[config.mk]
export PLATFORM = sky130hd
export DESIGN_NAME = i2c_master_register_transfer
export DESIGN_NICKNAME = d
export VERILOG_FILES = /design/src/rtl/i2cmrt_pkg.sv /design/src/rtl/i2cmrt_ram.sv /design/src/rtl/i2cmrt_core.sv /design/src/rtl/i2c_master_register_transfer.sv
export SDC_FILE = /design/constraint.sdc
export NUM_CORES = 1
export LEC_CHECK = 0
export BUFFER_PORTS_ARGS = -buffer_cell sky130_fd_sc_hd__buf_2
export CORE_ASPECT_RATIO = 0.6
export CORE_MARGIN = 2
export CORE_UTILIZATION = 30
export DETAILED_ROUTE_END_ITERATION = 8
export PLACE_DENSITY = 0.5
export SYNTH_ARGS = -nofsm -noshare
export SYNTH_HDL_FRONTEND = slang
export SYNTH_HIERARCHICAL = 1
export SYNTH_SLANG_ARGS = --single-unit
export TNS_END_PERCENT = 20
[constraint.sdc]
create_clock -name i_clk -period 4.23 [get_ports i_clk]
set_clock_uncertainty 0.2 [all_clocks]
set_input_delay 0.846 -clock i_clk [delete_from_list [all_inputs] [get_ports i_clk]]
set_output_delay 0.846 -clock i_clk [all_outputs]
set_load 0.01 [all_outputs]
[src/rtl/i2cmrt_pkg.sv]
package i2cmrt_pkg;

    // Default depth of the write byte buffer.
    localparam int WRITE_BUFFER_DEPTH = 16;

    // Reset value of the stretch limit register.
    localparam logic [7:0] STRETCH_LIMIT_RESET = 8'd200;

    // Stream word widths.
    localparam int IN_TDATA_W  = 40;
    localparam int IN_TUSER_W  = 2;
    localparam int OUT_TDATA_W = 16;

    // Word kinds carried on the input tuser.
    typedef enum logic [1:0] {
        KIND_LOAD  = 2'd0,
        KIND_START = 2'd1,
        KIND_TICK  = 2'd2
    } t_kind;

    // Bus phases, one-hot.
    typedef enum logic [17:0] {
        PH_IDLE     = 18'b000000000000000001,
        PH_ST_A     = 18'b000000000000000010,
        PH_ST_B     = 18'b000000000000000100,
        PH_ST_C     = 18'b000000000000001000,
        PH_TX_SET   = 18'b000000000000010000,
        PH_TX_HIGH  = 18'b000000000000100000,
        PH_TX_LOW   = 18'b000000000001000000,
        PH_ACK_SET  = 18'b000000000010000000,
        PH_ACK_HIGH = 18'b000000000100000000,
        PH_ACK_LOW  = 18'b000000001000000000,
        PH_RX_HIGH  = 18'b000000010000000000,
        PH_RX_LOW   = 18'b000000100000000000,
        PH_MA_SET   = 18'b000001000000000000,
        PH_MA_HIGH  = 18'b000010000000000000,
        PH_MA_LOW   = 18'b000100000000000000,
        PH_SP_A     = 18'b001000000000000000,
        PH_SP_B     = 18'b010000000000000000,
        PH_SP_C     = 18'b100000000000000000
    } t_phase;

    // Which byte of the transaction is on the bus, one-hot.
    typedef enum logic [3:0] {
        ITEM_ADDR_W = 4'b0001,
        ITEM_REG    = 4'b0010,
        ITEM_DATA   = 4'b0100,
        ITEM_ADDR_R = 4'b1000
    } t_item;

    // One unpacked input word.
    typedef struct packed {
        t_kind      kind;
        logic [6:0] device_address;
        logic [7:0] register_address;
        logic [7:0] byte_count;
        logic       is_read;
        logic [7:0] write_data;
        logic       sda_in;
        logic       scl_in;
    } t_step_in;

    // One result word.
    typedef struct packed {
        logic       scl_out;
        logic       sda_out;
        logic [7:0] read_data;
        logic       read_valid;
        logic       last_read;
        logic       done_res;
        logic       nack_error;
        logic       busy_res;
    } t_step_out;

endpackage

[src/rtl/i2cmrt_ram.sv]
module i2cmrt_ram #(
    parameter int WIDTH = 8,
    parameter int DEPTH = 16,
    parameter int AW    = (DEPTH > 1) ? $clog2(DEPTH) : 1
) (
    input  logic             i_clk,
    input  logic             i_we,
    input  logic [AW-1:0]    i_waddr,
    input  logic [WIDTH-1:0] i_wdata,
    input  logic [AW-1:0]    i_raddr,
    output logic [WIDTH-1:0] o_rdata
);

    logic [WIDTH-1:0] r_mem [DEPTH];
    logic [WIDTH-1:0] r_rdata;

    // Single write port and a registered read port.
    always_ff @(posedge i_clk) begin
        if (i_we) begin
            r_mem[i_waddr] <= i_wdata;
        end
        r_rdata <= r_mem[i_raddr];
    end

    assign o_rdata = r_rdata;

endmodule

[src/rtl/i2cmrt_core.sv]
module i2cmrt_core #(
    parameter int DEPTH = 16
) (
    input  logic                  i_clk,
    input  logic                  i_rst_n,
    input  logic                  i_step,
    input  i2cmrt_pkg::t_step_in  i_word,
    input  logic [7:0]            i_stretch_limit,
    output i2cmrt_pkg::t_step_out o_result
);
    import i2cmrt_pkg::*;

    localparam int AW = (DEPTH > 1) ? $clog2(DEPTH) : 1;
    localparam int FW = $clog2(DEPTH + 1);
    localparam logic [8:0]    DEPTH_9  = 9'(DEPTH);
    localparam logic [FW-1:0] DEPTH_FW = FW'(DEPTH);

    t_phase        r_phase, n_phase;
    t_item         r_item, n_item;
    logic [3:0]    r_bit_position, n_bit_position;
    logic [7:0]    r_shift_byte, n_shift_byte;
    logic [7:0]    r_byte_index, n_byte_index;
    logic [FW-1:0] r_buffer_fill, n_buffer_fill;
    logic [7:0]    r_stretch_count, n_stretch_count;
    logic [6:0]    r_target_address, n_target_address;
    logic [7:0]    r_target_register, n_target_register;
    logic [7:0]    r_transfer_length, n_transfer_length;
    logic          r_read_mode, n_read_mode;
    logic          r_error_flag, n_error_flag;
    logic          r_scl, n_scl;
    logic          r_sda, n_sda;

    logic          buf_we;
    logic [AW-1:0] buf_raddr;
    logic [7:0]    buf_rdata;
    logic          stretch_go;
    logic          last_byte;
    logic [7:0]    next_index;
    logic [7:0]    start_count;
    logic [3:0]    bit_inc;
    t_step_out     result;

    // Write buffer; the read side always presents the next byte to be sent.
    i2cmrt_ram #(
        .WIDTH (8),
        .DEPTH (DEPTH)
    ) u_buffer (
        .i_clk   (i_clk),
        .i_we    (buf_we),
        .i_waddr (r_buffer_fill[AW-1:0]),
        .i_wdata (i_word.write_data),
        .i_raddr (buf_raddr),
        .o_rdata (buf_rdata)
    );

    // The next index holds steady through the bit phases of a byte before it is used, so the
    // registered read has long settled by the acknowledge phase.
    assign next_index = r_byte_index + 8'd1;
    assign buf_raddr  = (r_item == ITEM_DATA) ? AW'(next_index) : '0;

    // Helper terms; most are shared by several phases.
    assign stretch_go = i_word.scl_in || (r_stretch_count >= i_stretch_limit);
    assign last_byte  = (r_transfer_length != 8'd0) &&
                        (r_byte_index == r_transfer_length - 8'd1);
    assign bit_inc    = r_bit_position + 4'd1;
    assign start_count = (!i_word.is_read && ({1'b0, i_word.byte_count} > DEPTH_9)) ?
                         DEPTH_9[7:0] : i_word.byte_count;

    // Next-state and result logic for one word.
    always_comb begin
        n_phase           = r_phase;
        n_item            = r_item;
        n_bit_position    = r_bit_position;
        n_shift_byte      = r_shift_byte;
        n_byte_index      = r_byte_index;
        n_buffer_fill     = r_buffer_fill;
        n_stretch_count   = r_stretch_count;
        n_target_address  = r_target_address;
        n_target_register = r_target_register;
        n_transfer_length = r_transfer_length;
        n_read_mode       = r_read_mode;
        n_error_flag      = r_error_flag;
        n_scl             = r_scl;
        n_sda             = r_sda;
        buf_we            = 1'b0;
        result            = '0;

        case (i_word.kind)
            KIND_LOAD: begin
                if (r_phase == PH_IDLE && r_buffer_fill < DEPTH_FW) begin
                    buf_we        = i_step;
                    n_buffer_fill = r_buffer_fill + FW'(1);
                end
            end
            KIND_START: begin
                if (r_phase == PH_IDLE) begin
                    n_target_address  = i_word.device_address;
                    n_target_register = i_word.register_address;
                    n_read_mode       = i_word.is_read;
                    if (!i_word.is_read) begin
                        n_buffer_fill = '0;
                    end
                    n_transfer_length = start_count;
                    n_error_flag      = 1'b0;
                    n_byte_index      = '0;
                    n_bit_position    = '0;
                    n_shift_byte      = '0;
                    n_stretch_count   = '0;
                    n_item            = ITEM_ADDR_W;
                    n_phase           = PH_ST_A;
                end
            end
            KIND_TICK: begin
                case (r_phase)
                    PH_ST_A: begin
                        n_scl = 1'b1; n_sda = 1'b1; n_phase = PH_ST_B;
                    end
                    PH_ST_B: begin
                        n_scl = 1'b1; n_sda = 1'b0; n_phase = PH_ST_C;
                    end
                    PH_ST_C: begin
                        n_scl          = 1'b0;
                        n_sda          = 1'b0;
                        n_shift_byte   = {r_target_address, r_item == ITEM_ADDR_R};
                        n_bit_position = '0;
                        n_phase        = PH_TX_SET;
                    end
                    PH_TX_SET: begin
                        n_scl = 1'b0; n_sda = r_shift_byte[7]; n_phase = PH_TX_HIGH;
                    end
                    PH_TX_HIGH: begin
                        n_scl = 1'b1;
                        n_sda = r_shift_byte[7];
                        n_stretch_count = stretch_go ? 8'd0 : r_stretch_count + 8'd1;
                        if (stretch_go) begin
                            n_phase = PH_TX_LOW;
                        end
                    end
                    PH_TX_LOW: begin
                        n_scl          = 1'b0;
                        n_sda          = r_shift_byte[7];
                        n_shift_byte   = {r_shift_byte[6:0], 1'b0};
                        n_bit_position = bit_inc;
                        n_phase        = bit_inc[3] ? PH_ACK_SET : PH_TX_SET;
                    end
                    PH_ACK_SET: begin
                        n_scl = 1'b0; n_sda = 1'b1; n_phase = PH_ACK_HIGH;
                    end
                    PH_ACK_HIGH: begin
                        n_scl = 1'b1;
                        n_sda = 1'b1;
                        n_stretch_count = stretch_go ? 8'd0 : r_stretch_count + 8'd1;
                        if (stretch_go) begin
                            if (i_word.sda_in) begin
                                n_error_flag = 1'b1;
                            end
                            n_phase = PH_ACK_LOW;
                        end
                    end
                    PH_ACK_LOW: begin
                        n_scl = 1'b0;
                        n_sda = 1'b1;
                        // Choose the next byte or a repeated START, or head for STOP on a NACK or at the end.
                        if (r_error_flag) begin
                            n_phase = PH_SP_A;
                        end else begin
                            case (r_item)
                                ITEM_ADDR_W: begin
                                    n_item         = ITEM_REG;
                                    n_shift_byte   = r_target_register;
                                    n_bit_position = '0;
                                    n_phase        = PH_TX_SET;
                                end
                                ITEM_REG: begin
                                    if (r_read_mode) begin
                                        n_item  = ITEM_ADDR_R;
                                        n_phase = PH_ST_A;
                                    end else if (r_transfer_length != 8'd0) begin
                                        n_item         = ITEM_DATA;
                                        n_byte_index   = '0;
                                        n_shift_byte   = buf_rdata;
                                        n_bit_position = '0;
                                        n_phase        = PH_TX_SET;
                                    end else begin
                                        n_phase = PH_SP_A;
                                    end
                                end
                                ITEM_DATA: begin
                                    n_byte_index = next_index;
                                    if (next_index < r_transfer_length) begin
                                        n_shift_byte   = buf_rdata;
                                        n_bit_position = '0;
                                        n_phase        = PH_TX_SET;
                                    end else begin
                                        n_phase = PH_SP_A;
                                    end
                                end
                                default: begin
                                    if (r_transfer_length != 8'd0) begin
                                        n_byte_index   = '0;
                                        n_bit_position = '0;
                                        n_shift_byte   = '0;
                                        n_phase        = PH_RX_HIGH;
                                    end else begin
                                        n_phase = PH_SP_A;
                                    end
                                end
                            endcase
                        end
                    end
                    PH_RX_HIGH: begin
                        n_scl = 1'b1;
                        n_sda = 1'b1;
                        n_stretch_count = stretch_go ? 8'd0 : r_stretch_count + 8'd1;
                        if (stretch_go) begin
                            n_shift_byte = {r_shift_byte[6:0], i_word.sda_in};
                            n_phase      = PH_RX_LOW;
                        end
                    end
                    PH_RX_LOW: begin
                        n_scl          = 1'b0;
                        n_sda          = 1'b1;
                        n_bit_position = bit_inc;
                        n_phase        = bit_inc[3] ? PH_MA_SET : PH_RX_HIGH;
                    end
                    PH_MA_SET: begin
                        n_scl = 1'b0; n_sda = last_byte; n_phase = PH_MA_HIGH;
                    end
                    PH_MA_HIGH: begin
                        n_scl = 1'b1;
                        n_sda = last_byte;
                        n_stretch_count = stretch_go ? 8'd0 : r_stretch_count + 8'd1;
                        if (stretch_go) begin
                            n_phase = PH_MA_LOW;
                        end
                    end
                    PH_MA_LOW: begin
                        n_scl             = 1'b0;
                        n_sda             = last_byte;
                        result.read_data  = r_shift_byte;
                        result.read_valid = 1'b1;
                        result.last_read  = last_byte;
                        if (last_byte) begin
                            n_phase = PH_SP_A;
                        end else begin
                            n_byte_index   = next_index;
                            n_bit_position = '0;
                            n_shift_byte   = '0;
                            n_phase        = PH_RX_HIGH;
                        end
                    end
                    PH_SP_A: begin
                        n_scl = 1'b0; n_sda = 1'b0; n_phase = PH_SP_B;
                    end
                    PH_SP_B: begin
                        n_scl = 1'b1;
                        n_sda = 1'b0;
                        n_stretch_count = stretch_go ? 8'd0 : r_stretch_count + 8'd1;
                        if (stretch_go) begin
                            n_phase = PH_SP_C;
                        end
                    end
                    PH_SP_C: begin
                        n_scl             = 1'b1;
                        n_sda             = 1'b1;
                        result.done_res   = 1'b1;
                        result.nack_error = r_error_flag;
                        n_phase           = PH_IDLE;
                    end
                    default: begin
                        n_scl = 1'b1; n_sda = 1'b1; n_phase = PH_IDLE;
                    end
                endcase
            end
            default: begin
            end
        endcase

        result.scl_out  = n_scl;
        result.sda_out  = n_sda;
        result.busy_res = (n_phase != PH_IDLE);
    end

    // State advances only on an accepted word.
    always_ff @(posedge i_clk) begin
        if (!i_rst_n) begin
            r_phase           <= PH_IDLE;
            r_item            <= ITEM_ADDR_W;
            r_bit_position    <= '0;
            r_shift_byte      <= '0;
            r_byte_index      <= '0;
            r_buffer_fill     <= '0;
            r_stretch_count   <= '0;
            r_target_address  <= '0;
            r_target_register <= '0;
            r_transfer_length <= '0;
            r_read_mode       <= 1'b0;
            r_error_flag      <= 1'b0;
            r_scl             <= 1'b1;
            r_sda             <= 1'b1;
        end else if (i_step) begin
            r_phase           <= n_phase;
            r_item            <= n_item;
            r_bit_position    <= n_bit_position;
            r_shift_byte      <= n_shift_byte;
            r_byte_index      <= n_byte_index;
            r_buffer_fill     <= n_buffer_fill;
            r_stretch_count   <= n_stretch_count;
            r_target_address  <= n_target_address;
            r_target_register <= n_target_register;
            r_transfer_length <= n_transfer_length;
            r_read_mode       <= n_read_mode;
            r_error_flag      <= n_error_flag;
            r_scl             <= n_scl;
            r_sda             <= n_sda;
        end
    end

    assign o_result = result;

endmodule

[src/rtl/i2c_master_register_transfer.sv]
// Output: a result word is registered and presented in the cycle after its input word is accepted.
// Throughput: one input word per clock cycle; the output register frees itself in the
// same cycle that its word is taken, so a stalled master side alone holds back input.
// Reset: synchronous, active low; the bus is idle with both lines released, the
// buffer fill is empty and the stretch limit returns to 200 ticks.
module i2c_master_register_transfer #(
    parameter int WRITE_BUFFER_DEPTH = i2cmrt_pkg::WRITE_BUFFER_DEPTH
) (
    input  logic                               i_clk,
    input  logic                               i_rst_n,
    input  logic                               s_axis_tvalid,
    output logic                               s_axis_tready,
    // From bit 0: device_address[6:0], register_address[14:7], byte_count[22:15],
    // is_read[23], write_data[31:24], sda_in[32], scl_in[33], zero padding.
    input  logic [i2cmrt_pkg::IN_TDATA_W-1:0]  s_axis_tdata,
    // kind (0 load write byte, 1 start transaction, 2 bus tick).
    input  logic [i2cmrt_pkg::IN_TUSER_W-1:0]  s_axis_tuser,
    output logic                               m_axis_tvalid,
    input  logic                               m_axis_tready,
    // From bit 0: scl_out[0], sda_out[1], read_data[9:2], read_valid[10],
    // done_res[11], nack_error[12], busy_res[13], zero padding.
    output logic [i2cmrt_pkg::OUT_TDATA_W-1:0] m_axis_tdata,
    // last_read.
    output logic                               m_axis_tlast,
    input  logic                               i_cfg_wr_en,
    input  logic [7:0]                         i_cfg_wr_data
);
    import i2cmrt_pkg::*;

    logic       r_out_valid;
    t_step_out  r_out;
    logic [7:0] r_stretch_limit;
    logic       in_accept;
    t_step_in   in_word;
    t_step_out  core_result;

    // Input word unpacking.
    assign in_word.kind             = t_kind'(s_axis_tuser);
    assign in_word.device_address   = s_axis_tdata[6:0];
    assign in_word.register_address = s_axis_tdata[14:7];
    assign in_word.byte_count       = s_axis_tdata[22:15];
    assign in_word.is_read          = s_axis_tdata[23];
    assign in_word.write_data       = s_axis_tdata[31:24];
    assign in_word.sda_in           = s_axis_tdata[32];
    assign in_word.scl_in           = s_axis_tdata[33];

    assign s_axis_tready = !r_out_valid || m_axis_tready;
    assign in_accept     = s_axis_tvalid && s_axis_tready;

    // Stretch limit register.
    always_ff @(posedge i_clk) begin
        if (!i_rst_n) begin
            r_stretch_limit <= STRETCH_LIMIT_RESET;
        end else if (i_cfg_wr_en) begin
            r_stretch_limit <= i_cfg_wr_data;
        end
    end

    i2cmrt_core #(
        .DEPTH (WRITE_BUFFER_DEPTH)
    ) u_core (
        .i_clk           (i_clk),
        .i_rst_n         (i_rst_n),
        .i_step          (in_accept),
        .i_word          (in_word),
        .i_stretch_limit (r_stretch_limit),
        .o_result        (core_result)
    );

    // Output register.
    always_ff @(posedge i_clk) begin
        if (!i_rst_n) begin
            r_out_valid <= 1'b0;
        end else if (in_accept) begin
            r_out_valid <= 1'b1;
        end else if (m_axis_tready) begin
            r_out_valid <= 1'b0;
        end
    end

    always_ff @(posedge i_clk) begin
        if (in_accept) begin
            r_out <= core_result;
        end
    end

    assign m_axis_tvalid = r_out_valid;
    assign m_axis_tdata  = {2'b00, r_out.busy_res, r_out.nack_error, r_out.done_res,
                            r_out.read_valid, r_out.read_data, r_out.sda_out, r_out.scl_out};
    assign m_axis_tlast  = r_out.last_read;

    // A completed STOP leaves the master idle.
    a_done_not_busy: assert property (@(posedge i_clk) disable iff (!i_rst_n)
        (r_out_valid && r_out.done_res) |-> !r_out.busy_res)
        else $error("done word reports busy");

    // An error is only reported with the STOP that ends the transaction.
    a_nack_with_done: assert property (@(posedge i_clk) disable iff (!i_rst_n)
        (r_out_valid && r_out.nack_error) |-> r_out.done_res)
        else $error("nack error without done");

    // A received byte never coincides with STOP, and last marks a received byte.
    a_read_flags: assert property (@(posedge i_clk) disable iff (!i_rst_n)
        (r_out_valid && (r_out.read_valid || r_out.last_read)) |->
            (r_out.read_valid && !r_out.done_res && r_out.busy_res))
        else $error("inconsistent read flags");

    // A load or start word leaves the bus lines where they were.
    a_lines_held: assert property (@(posedge i_clk) disable iff (!i_rst_n)
        (in_accept && (in_word.kind == KIND_LOAD || in_word.kind == KIND_START)) |=>
            ({r_out.sda_out, r_out.scl_out} == $past({u_core.r_sda, u_core.r_scl})))
        else $error("line drive changed on a non-tick word");

endmodule
==> out/results.ini, run 1 <==
[grt]
grt_pass1_wl_mm=48.02
overflow=0
antenna_found_initial=0
grt_max_degree=56
track_usage_pct=15.38
grt_pass1_vias=7700

[power]
seqPwrFrac_pct=50.5
p_comb_share_pct=5.8
ir_drop_uv=252.6
p_switching_w=0.001137
p_sw_share_pct=22.57
clock_power_share_pct=43.7
intPower_w=0.003901
p_leak_nw=4.793
cellPowerDensity_nw_per_um2=371.4

[synth]
synth_top_area_share_pct=36.48
synth_cells=1009
yosysSeqAreaShare_pct=53.32
yosysTopAreaCell=edfxtp_1
ys.flop_type=edfxtp_1
synth_enable_flop_cells=143
synth.distinct_cells=86
postSynthAreaPerCell_um2=11.67
synthTopCellsByArea=edfxtp_1 (36%), dfxtp_1 (17%), mux4_2 (3.4%)
ys_async_sr_fraction_pct=0
synth_warnings=6
synth_area_um2=11770
synth-seq-cells=242

[layout]
drive_gt1_share_pct=18.02
antennaDiodeCount=0
nNetsFinal=1160
syn_to_final_growth_pct=15.24
final_cell_area_um2=13570

[worst_setup_path]
crit_top_cell=buf_4
criticalPathCategory=reg -> reg
path_max_fanout=10
crit_arrival_ps=3730
r2r-start=u_core/r_phase[12]
rrSetupSlack_ps=550
path_delay_family=simple AND/OR/NAND/NOR gates
crit_slowest_cell=or4_4
cp.required_ps=4280
cpPeakStageDelay_ps=650
start_kind=flip-flop
cp-end-kind=flip-flop
path_cells=or4_4 > nor2_1 > nand4_1 > nor4b_1 > buf_4 > or3b_2 > nor3_2 > buf_4
crit_buf_inv=2
worstSetupStartpoint=u_core/r_phase[12]

[clock_network]
cts.sinks=242
htree_num_levels=1
cts_buffers=25
cts_root_buf=clkbuf_16
clock_latency_ps=530
hold_buffers=0
cts_tree=done
clock_path_buffers=3
clk_pin_slew_worst_paths_ps=70
postCtsSetupBuffers=0
cts_resized=0

[sta]
finalSetupViolCount=0
finalMaxSlewViolations=0
rsz0062_at_grt=false
tns_ps=0
slew_headroom_pct=36.14
tightest_slew_ps=952.2
hold_violations=0
max_freq_mhz=271.4
fin_crit_sh_pct=87.09
min_period_ps=3684

[route]
finalWirelength_mm=31.39
firstDrtPassIters=5
postRouteAntennaNets=0
avgRoutedWirePerCell_um=19.37
via_per_inst=5.149
num_vias=8347
post-route-drc-count=0
drtIter0Drc=624

[die]
core_um2=38890
io_pins=74
row_count=56
die_area_um2=40890
start_util_pct=30.27
die_x_um=259.7
die_h_um=157.4

[placement]
numPortBuffers=65
gp_congestion=0.9115
place_area_um2=12760
hpwl_mm=23.03

[run_status]
outcome=complete, no violations

[run]
drv_cap=0

[worst_hold_path]
hold_path_startpoint=u_core/r_target_register[7]
hp-class=reg -> reg

[layout make-up]
type                       instances  area (µm²)
timing repair buffer             105       638.1
tap                              522       653.1
clock inverter                    15       163.9
fill                            3843       25320
multi-input combinational        680        5089
sequential                       242        6276
clock buffer                      30       644.4
inverter                          27       101.3
[power by group through the flow]
| stage | sequential, W | combinational, W | clock, W |
|---|---|---|---|
| after detailed placement | 0.00259 | 0.000291 | 0 |
| after global placement | 0.00259 | 0.000286 | 0 |
| after CTS | 0.00254 | 0.000292 | 0.00227 |
| after global routing | 0.00255 | 0.000320 | 0.00236 |
| final | 0.00254 | 0.000291 | 0.00220 |
| after floorplan | 0.00259 | 0.000172 | 0 |
[synthesized netlist by cell type (6+ instances only)]
cell and count:
edfxtp_1 143, nand2_1 103, dfxtp_1 99, nor2_1 64, clkbuf_1 37, nor2b_1 36, a22oi_1 31, o21ai_0 30
inv_1 27, ha_1 24, nand3_1 24, mux2i_1 23, a21oi_1 22, and3_1 20, mux4_2 18, a21boi_0 17
nor3_1 16, mux4_1 14, nand4_1 14, o211ai_1 14, nor4_1 12, xnor2_1 12, xor2_1 11, and2_1 10
nand2b_1 9, nor4b_1 9, or3_1 9, a21o_1 8, a22o_1 7, buf_2 7, buf_6 7, o31ai_1 7
a32o_1 6, a32oi_1 6, o21ai_1 6
[worst register-to-register path: cells and delay by family (launching register included)]
family | cells | cell delay [ps]
DFF | 1 | 430
buffers and inverters | 2 | 440
and+or+nand+nor | 6 | 2310
[cells in the final DEF (no fill, tap or decap), types with 10 or more instances in the layout]
| cell type | count |
|---|---|
| a21boi_0 | 17 |
| a21oi_1 | 22 |
| a22oi_1 | 31 |
| and2_1 | 10 |
| and3_1 | 20 |
| buf_2 | 65 |
| buf_4 | 39 |
| clkbuf_16 | 25 |
| dfxtp_1 | 99 |
| edfxtp_1 | 143 |
| ha_1 | 24 |
| inv_1 | 27 |
| mux2i_1 | 23 |
| mux4_1 | 14 |
| mux4_2 | 18 |
| nand2_1 | 103 |
| nand3_1 | 24 |
| nand4_1 | 14 |
| nor2_1 | 63 |
| nor2b_1 | 36 |
| nor3_1 | 15 |
| nor4_1 | 12 |
| o211ai_1 | 14 |
| o21ai_0 | 30 |
| xnor2_1 | 12 |
| xor2_1 | 11 |
[per-stage QoR]
stage / std cells / total power (W) / util, % / hold WS (ps) / worst slack, ps
final: 1621 / 0.005039 / 34.88 / 268.7 / 545.9
after global routing: 1621 / 0.005229 / 34.88 / 290.9 / 419.7
after CTS: 1621 / 0.005107 / 34.88 / 272.4 / 575.6
after detailed placement: 1576 / 0.002886 / 32.81 / 261.7 / 570.2
after global placement: 1576 / 0.002880 / 32.81 / 247.6 / 568.1
after floorplan: 1010 / 0.002765 / - / 237.8 / 208.4
[state kept, by name, summed over array words and instances, names as in the netlist, 4 cells and up]
name / cells
u_core/u_buffer/r_mem: 128
u_core/r_phase: 18
m_axis_tdata: 14
r_stretch_limit: 8
u_core/r_byte_index: 8
u_core/r_shift_byte: 8
u_core/r_stretch_count: 8
u_core/r_target_register: 8
u_core/r_transfer_length: 8
u_core/u_buffer/o_rdata: 8
u_core/r_target_address: 7
u_core/r_buffer_fill: 5
u_core/r_bit_position: 4
u_core/r_item: 4
[cell families (layout without fill, tap and decap cells)]
family,Yosys count,count (layout),synth area share (%)
XOR/XNOR,23,23,1.711
flip-flops,242,242,53.32
other,1,2,0.03186
buffers and inverters,88,177,3.646
AND/OR/NAND/NOR,379,379,18.07
adder cells (fa/ha/maj),24,24,2.551
multiplexers,55,55,8.525
AO/OA/AOI/OAI,197,197,12.15
[per-layer routing]
layer  routed length [µm]  track usage, %
met5                    0               0
met4                  446           2.655
met3                 2245           3.784
met2                11030           18.30
met1                17670           26.37
[final timing paths]
| path | end | cells past startpoint |
|---|---|---|
| worst max register to register | u_core/u_buffer/r_mem[0][0] | 8 |
| worst max-delay path | u_core/u_buffer/r_mem[0][0] | 8 |
| worst min-delay path | u_core/r_target_register[7] | 2 |
| worst min register to register | u_core/r_target_register[7] | 2 |
Power figures use the tool's default switching activity.
==> inputs of run 2 (changes only) <==
--- a/config.mk
+++ b/config.mk
@@ -6,7 +6,7 @@
 export NUM_CORES = 1
 export LEC_CHECK = 0
 export BUFFER_PORTS_ARGS = -buffer_cell sky130_fd_sc_hd__buf_2
-export CORE_ASPECT_RATIO = 0.6
+export CORE_ASPECT_RATIO = 0.75
 export CORE_MARGIN = 2
 export CORE_UTILIZATION = 30
 export DETAILED_ROUTE_END_ITERATION = 8
==> out/results.ini, run 2 (synthesis gave the netlist of run 1 again) <==
[clock_network]
cts_buffers=27  ; +8.0%
cts_root_buf=clkbuf_16
cts_tree=done
clock_path_buffers=3  ; unchanged
hold_buffers=0  ; unchanged
cts.sinks=242  ; unchanged
htree_num_levels=1  ; unchanged
postCtsSetupBuffers=0  ; unchanged
clock_latency_ps=580  ; +50 ps
clk_pin_slew_worst_paths_ps=70  ; about the same
cts_resized=0  ; unchanged

[route]
num_vias=8358  ; +0.13%
postRouteAntennaNets=0  ; unchanged
drtIter0Drc=800  ; +28%
post-route-drc-count=0  ; unchanged
via_per_inst=5.201  ; +1.0%
finalWirelength_mm=30.29  ; -3.5%
firstDrtPassIters=5  ; unchanged
avgRoutedWirePerCell_um=18.85  ; -2.7%

[sta]
slew_headroom_pct=35.24  ; -0.91 points
max_freq_mhz=283.4  ; +4.4%
hold_violations=0  ; unchanged
finalMaxSlewViolations=0  ; unchanged
tightest_slew_ps=969.1  ; +16.97 ps
rsz0062_at_grt=false
finalSetupViolCount=0  ; unchanged
min_period_ps=3529  ; -155.0 ps
tns_ps=0  ; unchanged
fin_crit_sh_pct=83.43  ; -3.7 points

[worst_hold_path]
holdPathEnd=u_core/r_target_address[5]
hp-class=reg -> reg
hold_path_startpoint=u_core/r_target_address[5]
hold_depth=2  ; unchanged

[layout]
largest_register_ffs=128  ; unchanged
final_core_utilization_pct=35.26  ; +0.38 points
most-common-layout-cells=edfxtp_1 (143), nand2_1 (103), dfxtp_1 (99)
final_cell_area_um2=13570  ; about the same
drive_gt1_share_pct=17.35  ; -0.66 points
syn_to_final_growth_pct=15.25  ; about the same
nNetsFinal=1153  ; -0.60%
antennaDiodeCount=0  ; unchanged
final_common_cell=edfxtp_1
fin_cells=1607  ; -0.86%
largest-register=u_core/u_buffer/r_mem

[placement]
numPortBuffers=65  ; unchanged
place_area_um2=12660  ; -0.73%
gp_congestion=0.8856  ; -2.8%
dpl.cell_count=1557  ; -1.2%
hpwl_mm=21.30  ; -7.5%

[die]
die_area_um2=40850  ; about the same
row_count=62  ; +11%
start_util_pct=30.59  ; +0.32 points
core_um2=38480  ; -1.1%
die_h_um=175.5  ; +12%
die_x_um=232.7  ; -10%
io_pins=74  ; unchanged

[worst_setup_path]
rr_worst_depth=7  ; -1
cpPeakStageDelay_ps=730  ; +80 ps
worstSetupStartpoint=u_core/r_phase[4]
r2r_end=u_core/r_shift_byte[4]
criticalPathCategory=reg -> reg
crit_arrival_ps=3830  ; +100 ps
path_max_fanout=15  ; +5
rrSetupSlack_ps=700  ; +160 ps
cp.required_ps=4530  ; +250 ps
start_kind=flip-flop
crit_slowest_cell=nor4_2
path_cells=nor4_2 > nand2_1 > nor4_1 > o41ai_1 > a2111oi_4 > buf_4 > mux2i_1
cp-end-kind=flip-flop
r2r-start=u_core/r_phase[4]

[grt]
grt_pass1_vias=8056  ; +4.6%
track_usage_pct=14.79  ; -0.59 points
grt_pass1_wl_mm=47.21  ; -1.7%
antenna_found_initial=0  ; unchanged
grt_max_degree=69  ; +23%
overflow=0  ; unchanged

[power]
p_leak_nw=4.786  ; -0.14%
cellPowerDensity_nw_per_um2=385.5  ; +3.8%
ir_drop_uv=281.5  ; +11%

[run]
drv_cap=0  ; unchanged

[run_status]
outcome=complete, no violations

## run 2: critical path, delay by kind of cell (launching register included)
kind	cells	cell delay (ps)
AO/OA/AOI/OAI	2	660
buffers and inverters	1	260
flip-flops	1	490
multiplexers	1	210
AND/OR/NAND/NOR	3	1640
## run 2: stage by stage
step                setup WS, ps  hold slack, ps  power, W
floorplan                  208.4           237.8  0.002765
global placement           716.9           250.0  0.002880
detailed placement         754.5           254.0  0.002881
CTS                        752.3           261.4  0.005301
global route               539.7           278.6  0.005415
finish                     700.9           258.3  0.005230
## run 2: cell type report
cell class	count	area [µm²]
Fill cell	3816	24910
Sequential cell	242	6276
Multi-Input combinational cell	680	5089
Clock buffer	40	754.5
Tap cell	512	640.6
Timing Repair Buffer	96	558.0
Clock inverter	10	147.6
Inverter	27	101.3
## run 2: power breakdown
part	internal [W]	total (W)	switching [W]	leakage (nW)
Clock	0.00142	0.00240	0.000975	0.433
Combinational	0.000104	0.000286	0.000182	2.25
Sequential	0.00252	0.00254	0.0000222	2.10
## run 2: worst max-delay path by stage
stage	end	slack (ps)	depth (start not counted)
after global placement	u_core/r_phase[13]	720	8
final	u_core/r_shift_byte[4]	700	7
after global routing	u_core/r_shift_byte[7]	540	7
after CTS	u_core/u_buffer/r_mem[0][6]	750	6
after detailed placement	u_core/r_phase[13]	750	8
after floorplan	u_core/u_buffer/r_mem[2][0]	210	7
## run 2: routing by layer
| metal | wire [µm] | vias to the layer above | global-route usage [%] |
|---|---|---|---|
| met5 | 0 | - | 0 |
| met4 | 599 | 0 | 3.503 |
| met2 | 12590 | 217 | 21.27 |
| met1 | 15400 | 4123 | 23.04 |
| li1 | - | 3973 | - |
| met3 | 1697 | 45 | 2.289 |
